**config.mk**
```make
export PLATFORM = sky130hd
export DESIGN_NAME = tngs_gate_eval
export DESIGN_NICKNAME = d
export VERILOG_FILES = /design/src/design/tngs_pkg.sv /design/src/design/tngs_gate_eval.sv
export SDC_FILE = /design/constraint.sdc
export NUM_CORES = 1
export LEC_CHECK = 0
export BUFFER_PORTS_ARGS = -buffer_cell sky130_fd_sc_hd__buf_2
export CORE_MARGIN = 5
export CORE_UTILIZATION = 54
export DETAILED_ROUTE_END_ITERATION = 10
export GPL_TIMING_DRIVEN = 0
export PLACE_DENSITY_LB_ADDON = 0.3
export SLEW_MARGIN = 20
export SYNTH_ARGS = -nofsm -noshare
export SYNTH_HDL_FRONTEND = slang
export SYNTH_SLANG_ARGS = --single-unit
```
**constraint.sdc**
```tcl
create_clock -name vclk -period 3.98
set_clock_uncertainty 0.05 [all_clocks]
set_input_delay 0.796 -clock vclk [all_inputs]
set_output_delay 0.796 -clock vclk [all_outputs]
set_load 0.02 [all_outputs]
```
**src/design/tngs_pkg.sv**
```systemverilog
package tngs_pkg;

    // field widths of the words
    localparam int KIND_W     = 2;
    localparam int FUNC_W     = 4;
    localparam int NET_W      = 10;
    localparam int FANIN_W    = 3;
    localparam int PV_W       = 2;
    localparam int LUT_W      = 16;
    localparam int TAG_W      = 2;

    // sizing
    localparam int NETS_DEF   = 1024;
    localparam int MAX_FANIN  = 4;
    localparam int NET_FIELDS = 4;

    typedef logic [TAG_W-1:0]                  t_tag;
    typedef logic [NET_W-1:0]                  t_net;
    typedef logic [KIND_W-1:0]                 t_kind;
    typedef logic [FUNC_W-1:0]                 t_func;
    typedef logic [NET_FIELDS-1:0][TAG_W-1:0]  t_tag_set;

    // tags
    localparam t_tag TAG_UNK  = 2'd0;
    localparam t_tag TAG_ZERO = 2'd1;
    localparam t_tag TAG_ONE  = 2'd2;

    // item kinds
    localparam t_kind KIND_CLEAR = 2'd0;
    localparam t_kind KIND_SET   = 2'd1;
    localparam t_kind KIND_EVAL  = 2'd2;
    localparam t_kind KIND_READ  = 2'd3;

    // gate functions
    localparam t_func FN_AND    = 4'd0;
    localparam t_func FN_NAND   = 4'd1;
    localparam t_func FN_OR     = 4'd2;
    localparam t_func FN_NOR    = 4'd3;
    localparam t_func FN_XOR    = 4'd4;
    localparam t_func FN_XNOR   = 4'd5;
    localparam t_func FN_NOT    = 4'd6;
    localparam t_func FN_BUF    = 4'd7;
    localparam t_func FN_CONST0 = 4'd8;
    localparam t_func FN_CONST1 = 4'd9;
    localparam t_func FN_LUT    = 4'd10;

    // primary input drive codes
    localparam logic [PV_W-1:0] PV_ZERO = 2'd0;
    localparam logic [PV_W-1:0] PV_ONE  = 2'd1;

    typedef struct packed {
        t_kind               kind;
        t_func               gate_func;
        t_net                out_net;
        logic [FANIN_W-1:0]  fanin;
        t_net                in_net_a;
        t_net                in_net_b;
        t_net                in_net_c;
        t_net                in_net_d;
        logic [PV_W-1:0]     pi_value;
        logic [LUT_W-1:0]    lut_table;
    } t_in_word;

    typedef struct packed {
        t_tag  net_tag;
        t_net  net_index;
    } t_out_word;

    function automatic t_tag bool_tag(input logic b);
        return b ? TAG_ONE : TAG_ZERO;
    endfunction

endpackage

```
**src/design/tngs_gate_eval.sv**
```systemverilog
module tngs_gate_eval (
    input  tngs_pkg::t_func                     i_func,
    input  logic [tngs_pkg::FANIN_W-1:0]        i_fanin,
    input  tngs_pkg::t_tag_set                  i_tags,
    input  logic [tngs_pkg::LUT_W-1:0]          i_lut,
    output tngs_pkg::t_tag                      o_tag
);
    import tngs_pkg::*;

    localparam int FANIN_LIM = (MAX_FANIN < NET_FIELDS) ? MAX_FANIN : NET_FIELDS;

    logic [FANIN_W-1:0]     lim;
    logic                   any0;
    logic                   any1;
    logic                   allknown;
    logic                   par;
    logic [NET_FIELDS-1:0]  pat;
    t_tag                   tag;

    assign lim = (i_fanin > FANIN_W'(FANIN_LIM)) ? FANIN_W'(FANIN_LIM) : i_fanin;

    // summary over the inputs in use
    always_comb begin
        any0     = 1'b0;
        any1     = 1'b0;
        allknown = 1'b1;
        par      = 1'b0;
        pat      = '0;
        for (int i = 0; i < NET_FIELDS; i++) begin
            if (FANIN_W'(i) < lim) begin
                if (i_tags[i] == TAG_ZERO) begin
                    any0 = 1'b1;
                end else if (i_tags[i] == TAG_ONE) begin
                    any1   = 1'b1;
                    par    = ~par;
                    pat[i] = 1'b1;
                end else begin
                    allknown = 1'b0;
                end
            end
        end
    end

    always_comb begin
        unique case (i_func)
            FN_AND, FN_NAND: begin
                if (any0) begin
                    tag = bool_tag(i_func == FN_NAND);
                end else if (!allknown) begin
                    tag = TAG_UNK;
                end else begin
                    tag = bool_tag(i_func == FN_AND);
                end
            end
            FN_OR, FN_NOR: begin
                if (any1) begin
                    tag = bool_tag(i_func == FN_OR);
                end else if (!allknown) begin
                    tag = TAG_UNK;
                end else begin
                    tag = bool_tag(i_func == FN_NOR);
                end
            end
            FN_XOR, FN_XNOR: begin
                tag = allknown ? bool_tag(par ^ (i_func == FN_XNOR)) : TAG_UNK;
            end
            FN_NOT: begin
                if (i_tags[0] == TAG_ZERO) begin
                    tag = TAG_ONE;
                end else if (i_tags[0] == TAG_ONE) begin
                    tag = TAG_ZERO;
                end else begin
                    tag = TAG_UNK;
                end
            end
            FN_BUF:    tag = i_tags[0];
            FN_CONST0: tag = TAG_ZERO;
            FN_CONST1: tag = TAG_ONE;
            FN_LUT:    tag = allknown ? bool_tag(i_lut[pat]) : TAG_UNK;
            default:   tag = TAG_UNK;
        endcase
    end

    assign o_tag = tag;

endmodule

```
# --- After elaboration in Yosys (flattened, before gate mapping) ---
# Index checks and enable logic that the tools add are counted.
# Widths: inputs -> output; s select.
classes:
  order_cmp: 6
  eq_ne: 18
  muxes: 67
  bitwise: 4
  reduce_logical: 4
op_table:
  columns: ["op", "n"]
  rows:
  - ["$mux 1", 51]
  - ["$mux 2", 13]
  - ["$eq 4x3->1 const B", 4]
  - ["$pmux 2 s8", 1]
  - ["$eq 4x4->1 const B", 3]
  - ["$eq 2x1->1 const B", 4]
  - ["$eq 2x2->1 const B", 4]
  - ["$eq 4x2->1 const B", 2]
  - ["$lt 1x3->1 const A", 2]
  - ["$lt 2x3->1 const A", 2]
  - ["$reduce_or 2->1", 3]
  - ["$lt 4x5->1 const B", 1]
  - ["$bmux 1 s4", 1]
  - ["$eq 4x1->1 const B", 1]
  - ["$logic_not 4->1", 1]
  - ["$gt 3x3->1 const B", 1]
  - ["$mux 3", 1]
  - ["$not 1->1", 3]
  - ["$xor 1x1->1", 1]
totals:
  ff_bits: 0
  in_bits: 31
  output_inout_bits: 2
  elab_cells: 99

# --- Longest topological paths before layout ---
# Gate-level depths: netlist (run 1).
logic_depth:
  word_depth: 20
  mapped_depth: 9

# --- Worst setup path after synthesis (run 1) ---
# No wires, ideal clock.
synth_timing:
  kind: "input to output"
  from: "in i_tags[0] (netlist bit)"
  to: "out o_tag[0]"
  t_arrival_ns: 2.507
  setup_slack_ns: 0.627
  cell_stages: 7
  n_path_buf: 0
  path_cell_list: "inv_1 -> ha_1 -> maj3_1 -> o22ai_1 -> o21ai_1 -> or3_1 -> o2111ai_1"
synth_between:
  elab_chain_len: 20
  elab_cells_between_ends: 59
synth_rtl:
  columns: ["element", "line_no", "rtl"]
  rows:
  - ["from (decl)", "tngs_gate_eval.sv:4", "input tngs_pkg::t_tag_set i_tags,"]
  - ["$eq 2x2->1", "tngs_gate_eval.sv:33, tngs_gate_eval.sv:70", null]
  - ["$mux 1", "tngs_gate_eval.sv:33, tngs_gate_eval.sv:70", null]
  - ["$mux 1", "tngs_gate_eval.sv:31", "if (i_tags[i] == TAG_ZERO) begin"]
  - ["$mux 1", "tngs_gate_eval.sv:30", "if (FANIN_W'(i) < lim) begin"]
  - ["$not 1->1", "tngs_gate_eval.sv:35", "par = ~par;"]
  - ["$mux 1", "tngs_gate_eval.sv:33", "end else if (i_tags[i] == TAG_ONE) begin"]
  - ["$mux 1", "tngs_gate_eval.sv:31", null]
  - ["$mux 1", "tngs_gate_eval.sv:30", null]
  - ["[... 4 more ...]", null, null]
  - ["$not 1->1", "tngs_gate_eval.sv:35", null]
  - ["$mux 1", "tngs_gate_eval.sv:33", null]
  - ["$mux 1", "tngs_gate_eval.sv:31", null]
  - ["$mux 1", "tngs_gate_eval.sv:30", null]
  - ["$xor 1x1->1", "tngs_gate_eval.sv:65", "tag = allknown ? bool_tag(par ^ (i_func == FN_XNOR)) : TAG_UNK;"]
  - ["$mux 2", "tngs_pkg.sv:70", "return b ? TAG_ONE : TAG_ZERO;"]
  - ["$mux 2", "tngs_gate_eval.sv:65", null]
  - ["$pmux 2 s8 (*)", "tngs_gate_eval.sv:45", "unique case (i_func)"]
  - ["to (decl)", "tngs_gate_eval.sv:6", "output tngs_pkg::t_tag o_tag"]
# Mark *: on every way between the ends. The rest lies on a longest branch, timed or not. The select of a mux whose other input is x is not followed.

# --- Worst setup path after layout (run 1) ---
# Ends and elaborated chain as after synthesis.

==> metrics.yaml, run 1 <==
pwr-share-comb_pct: 100.0
placed_area_sq_um: 883
yosys.area.top_type: "mux2i_1"
synthToLayoutAreaGrowth_pct: 22.8
p_clk_share_pct: 0
gp_congestion: 0.840
core_sq_um: 1280
drt-pass1-iter-count: 4
cap_violations: 0
synth.most_common_cell: "nor2_1"
end_kind: "primary output"
startpoint_type: "input port"
finalHoldViolCount: 0
synth_area_leaders: "mux2i_1 8.3%, ha_1 5.2%, nor2_1 5.2%"
setup_viol: 0
fin_nets: 166
grt_max_degree: 10
portBuffers: 29
avgSynthCellArea_sq_um: 7.12
nClkBuffers: 0
wirelength_microns: 1870
crit_fanout: 7
grt_pass1_wl_microns: 3020
arrival_ps: 2770
seq_cell_count: 0
post_cts_buffers: 0
holdBufCountCts: 0
drc: 0
yosysSeqAreaShare_pct: 0
peakVddDrop_mv: 0.0654
min_period_over_period_pct: 90.8
antenna_found_initial: 0
slew-limit-headroom_pct: 64.5
die_area_sq_um: 2160
worstMarginPinSlew_ps: 528
power.leakage_nw: 0.362
dp.cells: 145
netlist-cell-type-count: 45
pwr-share-seq_pct: 0
syn_nets: 135
multi_input_area_sq_um: 667
viasPerCell: 6.08
rsz0062_at_grt: "false"
synth_top_cells_by_count: "10 x nor2_1, 6 x mux2i_1, 5 x nand3_1"
start_util_pct: 56.0
overflow: 0
netlist_area_sq_um: 719
fillers: 123
timing.fmax_mhz: 277
die_w_microns: 46.5
design_area_sq_um: 883
hold_class: "in -> out"
internal_power_mw: 0.0440
p_per_area_nw_per_um2: 110
synthCells: 101
fin_cells: 145
sw_frac_of_total_pct: 54.5
drive_gt1_share_pct: 35.4
crit_required_ps: 3130
finalSetupTns_ps: 0
grt_pass1_vias: 749
num_antenna_cells: 0
layout_min_cycle_time_ps: 3610
cts_resized: 0
vias: 881
crit_type: "in -> out"
die_y_microns: 46.5
grt_use_total_pct: 17.9
status: "finished, final reports clean"
dp_hpwl_microns: 1560
drt_iter0_drc: 15
synth.top_cell.area_share_pct: 8.35
fp-row-count: 13
pin_count: 33
yosysWarnings: 0
switchingPower_mw: 0.0528
seqCellArea_sq_um: 0
slew_viol_final: 0
avgRoutedWirePerCell_microns: 12.9
ant_nets: 0
## layer usage
metal	global-route usage (%)	wire (microns)	part of all wire (%)	up-vias
li1	-	-	-	445
met1	24.5	803	43	407
met2	33.0	918	49	29
met3	0	150	8.0	0
met4	0	0	0	0
met5	0	0	0	-
## worst max-delay path: stages
cell	delay, ps
buf_2	100
inv_1	40
ha_1	300
maj3_1	160
o22ai_1	80
o21ai_1	300
nor3_1	130
a2111oi_0	500
o2111ai_1	170
buf_2	200
## cell families (layout without fill, tap and decap cells)
kind of cell | count (synthesis) | count (layout) | share of synthesized area, %
mux | 8 | 8 | 11.5
fa+ha+maj | 4 | 4 | 6.61
buf+inv | 9 | 38 | 7.30
compound gates | 31 | 31 | 32.2
xor+xnor | 4 | 4 | 4.87
simple gates | 45 | 45 | 37.6
## layout make-up
cell class	count	share of cell area, %
multi-input cells	92	75.5
repair buffers	29	16.4
plain buffers	5	4.25
well taps	15	2.12
inverters	4	1.70
## layout by cell type (no fill, tap or decap), types with 2 or more instances in the layout
| master | instances |
|---|---|
| o2111ai_1 | 2 |
| xnor2_1 | 4 |
| o21ai_0 | 3 |
| nand2b_1 | 4 |
| nor3_1 | 3 |
| buf_2 | 29 |
| mux2_2 | 2 |
| mux2i_1 | 6 |
| ha_1 | 3 |
| o21ai_1 | 4 |
| inv_1 | 3 |
| clkbuf_1 | 2 |
| o211ai_1 | 3 |
| or3_1 | 2 |
| nand2_1 | 3 |
| a31oi_1 | 3 |
| nand3b_1 | 4 |
| nand3_1 | 5 |
| nor2_4 | 2 |
| nor2b_1 | 4 |
| a21oi_1 | 4 |
| buf_6 | 2 |
| nor2_1 | 10 |
## power groups by stage
stage | clock network [mW] | registers, mW | logic [mW]
finish | 0 | 0 | 0.0968
global route | 0 | 0 | 0.106
CTS | 0 | 0 | 0.0965
detailed placement | 0 | 0 | 0.0962
global placement | 0 | 0 | 0.0935
floorplan | 0 | 0 | 0.0661
## through the flow
stage / worst slack (ps) / utilization [%] / hold slack (ps) / power, mW
6_report: 365 / 68.7 / 2060 / 0.0968
5_1_grt: 178 / 68.7 / 2110 / 0.106
4_1_cts: 368 / 68.7 / 2060 / 0.0965
3_5_place_dp: 357 / 68.7 / 2060 / 0.0962
3_3_place_gp: 420 / 68.7 / 2060 / 0.0935
2_1_floorplan: 627 / - / 1850 / 0.0661
## final timing paths
kind / from / end / cells after the start / slack, ps
min: i_func[1] / o_tag[0] / 4 / 2060
max: i_tags[0] / o_tag[0] / 10 / 370
Power figures use the tool's default switching activity.
==> inputs of run 2 (changes only) <==
- ABC_AREA: not set -> 1
- CORE_AREA: not set -> 5 5 42 44
- CORE_MARGIN: 5 -> not set
- CORE_UTILIZATION: 54 -> not set
- DIE_AREA: not set -> 0 0 47 49
- GPL_TIMING_DRIVEN: 0 -> 1
==> run 2 against run 1 <==
- worst hold slack improved by 9.4 ps
- critical path depth rose by 7
- wire length rose by 1.7%
- first-iteration DRC count rose by 27%
- utilization fell by 8.2 points
- critical endpoint is now o_tag[1]
- largest power group unchanged
- highest routed layer unchanged
==> metrics.yaml, run 2 <==
start_util_pct: 47.9
synth.most_common_cell: "nand2_1"
power.leakage_nw: 0.564
yosys.area.top_type: "nand2_1"
post_cts_buffers: 0
vias: 1010
slew_viol_final: 0
arrival_ps: 2450
synth.top_cell.area_share_pct: 30.7
status: "finished, final reports clean"
grt_pass1_wl_microns: 3340
seqCellArea_sq_um: 0
setup_viol: 0
finalHoldViolCount: 0
gp_congestion: 0.870
cpMaxStageDelayCell: "ha_1"
fin_ws_ps: 683
ant_nets: 0
crit_required_ps: 3130
fillers: 157
timing.fmax_mhz: 303
dp_hpwl_microns: 1670
num_antenna_cells: 0
crit_type: "in -> out"
synth_top_cells_by_count: "55 x nand2_1, 29 x nand3_1, 25 x inv_1"
grt_use_total_pct: 17.7
avgRoutedWirePerCell_microns: 9.52
grt_pass1_vias: 883
multi_input_area_sq_um: 558
peakVddDrop_mv: 0.0485
cap_violations: 0
pin_count: 33
yosysSeqAreaShare_pct: 0
yosysWarnings: 0
cp.depth: 17
grt_max_degree: 13
path_common_cell: "nand2_1"
die_w_microns: 47
fp-row-count: 14
endpoint: "o_tag[1]"
startpoint_type: "input port"
drt-pass1-iter-count: 6
nClkBuffers: 0
netlist_area_sq_um: 672
viasPerCell: 5.05
hold_class: "in -> out"
p_per_area_nw_per_um2: 102
synthToLayoutAreaGrowth_pct: 26.3
seq_cell_count: 0
wirelength_microns: 1900
path_buf_inv: 3
portBuffers: 33
worstMarginPinSlew_ps: 276
finalSetupTns_ps: 0
core_sq_um: 1400
place_ws_ps: 672
die_area_sq_um: 2300
final_cell_mix: "55 x nand2_1, 33 x buf_2, 29 x nand3_1, 25 x inv_1, 20 x nor2_1"
die_y_microns: 49
crit_fanout: 12
holdBufCountCts: 0
avgSynthCellArea_sq_um: 4.42
antenna_found_initial: 0
layout_min_cycle_time_ps: 3300
drt_iter0_drc: 19
final_common_cell: "nand2_1"
min_period_over_period_pct: 82.8
syn_nets: 186
synth_area_leaders: "nand2_1 31%, nand3_1 22%, inv_1 14%"
critical_path.startpoint: "i_fanin[2]"
fin_nets: 220
path_cells: "buf_2, nor2_1, nand2_2, nand2_2, ha_1, nand3_1, nand2_1, nand2_1, nand2_1, nand2_1, nand3_1, nand2_1, inv_1, nand2_1, nand2_1, nand2_1, buf_2"
drc: 0
drive_gt1_share_pct: 20.7
rsz0062_at_grt: "false"
cts_resized: 0
end_kind: "primary output"
critical-path-top-delay-family: "simple AND/OR/NAND/NOR gates"
overflow: 0
netlist-cell-type-count: 16
slew-limit-headroom_pct: 81.5
crit_path_max_incr_delay_ps: 250
synthCells: 152
-- run 2: changes by cell type after synthesis, moves of 6 or more --
cell and delta:
nand2_1 +52, mux2i_1 -6, nor2_1 +10, inv_1 +22, nand3_1 +24
-- run 2: power breakdown --
| part | total (mW) | internal [mW] | switching [mW] |
|---|---|---|---|
| logic | 0.0864 | 0.0348 | 0.0516 |
| clock network | 0 | 0 | 0 |
| registers | 0 | 0 | 0 |
| total | 0.0864 | 0.0348 | 0.0516 |
-- run 2: tightest hold or removal path, delay by kind of cell --
family	cells	cell delay, ps
simple gates	4	260
buf+inv	2	270
-- run 2: area by class of cell --
type,count,area share (%)
Multi-Input combinational cell,124,65.8
Inverter,26,11.5
Timing Repair Buffer,34,20.4
Tap cell,16,2.36
-- run 2: kinds of logic after synthesis --
group           after synthesis  synth area share [%]
fa+ha+maj                     3                  5.59
simple gates                110                  68.7
compound gates               11                  8.75
buf+inv                      28                  16.9
-- run 2: through the flow --
stage                     utilization, %  cell area (sq um)  cells  power (mW)  hold WS (ps)
after floorplan                        -                672    152      0.0569          1860
after global placement              60.5                848    200      0.0840          2060
after detailed placement            60.5                848    200      0.0862          2070
after CTS                           60.5                848    200      0.0866          2070
after global routing                60.5                848    200       0.100          2130
final                               60.5                848    200      0.0864          2070
-- run 2: per-layer routing --
metal  up-vias  wire [microns]  GRT usage [%]
met5         -               0              0
li1        541               -              -
met4         0               0              0
met1       440             810           23.5
met2        29             967           32.4
met3         0             125          0.369
-- run 2: worst min path at each step --
stage,start,to,slack [ps],cells past startpoint
floorplan,i_func[0],o_tag[1],1860,4
global placement,i_func[0],o_tag[1],2060,6
detailed placement,i_func[0],o_tag[1],2070,6
CTS,i_func[0],o_tag[1],2070,6
global route,i_func[0],o_tag[1],2130,6
finish,i_func[0],o_tag[1],2070,6
==> inputs of run 3 (changes only) <==
- ABC_AREA: 1 -> 0
- CORE_AREA: 5 5 42 44 -> not set
- CORE_MARGIN: not set -> 5
- CORE_UTILIZATION: not set -> 50
- DIE_AREA: 0 0 47 49 -> not set
- clock period: 3.98 -> 3.34 ns (I/O delays scaled with it)
==> run 3 against run 2 <==
- worst hold slack worse by 230 ps
- non-clock buffer count up 2
- sequential cell count unchanged
- setup slack worse by 590 ps
- clock-buffer cell count unchanged
- die area down 0.25%
- power up 38%
- cell count down 27%
==> metrics.yaml, run 3 (same netlist as run 1, synthesis figures left out) <==
status: "finished, final reports clean"
end_kind: "primary output"
fp-row-count: 13
drt_iter0_drc: 13
start_util_pct: 53.9
final_common_cell: "buf_2"
drc: 0
worstMarginPinSlew_ps: 435
pwr-share-seq_pct: 0
place_ws_ps: -7.78
peakVddDrop_mv: 0.0747
arrival_ps: 2530
overflow: 0
portBuffers: 33
startpoint_type: "input port"
sw_frac_of_total_pct: 54.3
die_w_microns: 47.9
grt_pass1_wl_microns: 3040
die_y_microns: 47.9
internal_power_mw: 0.0546
hold_ws_ps: 1840
timing.fmax_mhz: 308
p_per_area_nw_per_um2: 133
setup_viol: 0
gp_congestion: 0.831
wirelength_microns: 2020
layout_min_cycle_time_ps: 3250
crit_type: "in -> out"
avgRoutedWirePerCell_microns: 13.7
grt_pass1_vias: 790
p_clk_share_pct: 0
rsz0062_at_grt: "false"
fin_ws_ps: 91.8
path_cells: "buf_2, inv_1, ha_2, o31ai_4, ha_1, nor3_1, or2_4, o32a_1, nor4_2, a2111o_1, buf_2"
slew_viol_final: 0
switchingPower_mw: 0.0649
fin_total_pwr_mw: 0.120
fin_nets: 168
power.leakage_nw: 0.371
crit_path_max_incr_delay_ps: 340
core_sq_um: 1330
pwr-share-comb_pct: 100.0
final_cell_mix: "33 x buf_2, 10 x nor2_1, 6 x mux2i_1, 5 x nand3_1"
seq_cell_count: 0
fillers: 131
die_area_sq_um: 2300
slew-limit-headroom_pct: 70.8
ant_nets: 0
seqCellArea_sq_um: 0
synthToLayoutAreaGrowth_pct: 24.5
dp_hpwl_microns: 1700
path_common_cell: "buf_2"
pin_count: 33
hold_class: "in -> out"
viasPerCell: 6.10
crit_required_ps: 2620
grt_use_total_pct: 17.5
crit_fanout: 4
drt-pass1-iter-count: 4
post_cts_buffers: 0
cpMaxStageDelayCell: "a2111o_1"
path_buf_inv: 3
vias: 896
hold_depth: 4
grt_max_degree: 10
finalHoldViolCount: 0
nClkBuffers: 0
drive_gt1_share_pct: 39.4
cap_violations: 0
num_antenna_cells: 0
antenna_found_initial: 0
finish.utilization_pct: 67.2
critical-path-top-delay-family: "compound AO/OA/AOI/OAI gates"
cp.depth: 11
min_period_over_period_pct: 97.3
run 3: cell count changes in the layout (fill, tap and decap cells not counted), sizes merged, moves of 3 or more:
cell	before	now
nand2b	0	4
nand3	29	5
xnor2	0	4
nand2	58	3
nor2b	0	5
or2	0	3
nor2	20	13
inv	26	4
a21oi	2	5
nand3b	0	4
mux2i	0	6
run 3: metrics by stage:
stage	instances	instance area, sq um	setup TNS [ps]
finish	147	896	0
global route	147	896	0
CTS	147	891	0
detailed placement	147	888	-7.78
global placement	147	888	0
floorplan	101	719	0
run 3: power groups by stage:
stage	clock (mW)	combinational [mW]	sequential, mW
2_1_floorplan	0	0.0787	0
3_3_place_gp	0	0.114	0
3_5_place_dp	0	0.117	0
4_1_cts	0	0.118	0
5_1_grt	0	0.131	0
6_report	0	0.120	0
run 3: final timing paths:
| path | startpoint | to | slack, ps |
|---|---|---|---|
| setup / recovery | i_tags[0] | o_tag[1] | 90 |
| hold / removal | i_func[1] | o_tag[0] | 1840 |
run 3: layout make-up:
class / instances / area [sq um] / share of cell area, %
inverter: 4 / 15.0 / 1.68
tap: 15 / 18.8 / 2.09
multi-input combinational: 92 / 674 / 75.3
timing repair buffer: 36 / 188 / 20.9
run 3: repair_timing:
| item | CTS | global route |
|---|---|---|
| hold endpoints to repair | 0 | 0 |
| endpoints found under the setup margin | 1 | 1 |
| gates resized for setup | 1 | 2 |
| hold buffers | 0 | 0 |
run 3: metal layers:
metal	global-route usage, %	wire length [microns]
met5	0	0
met4	0.538	0
met3	0.752	124
met2	33.5	998
met1	22.4	897
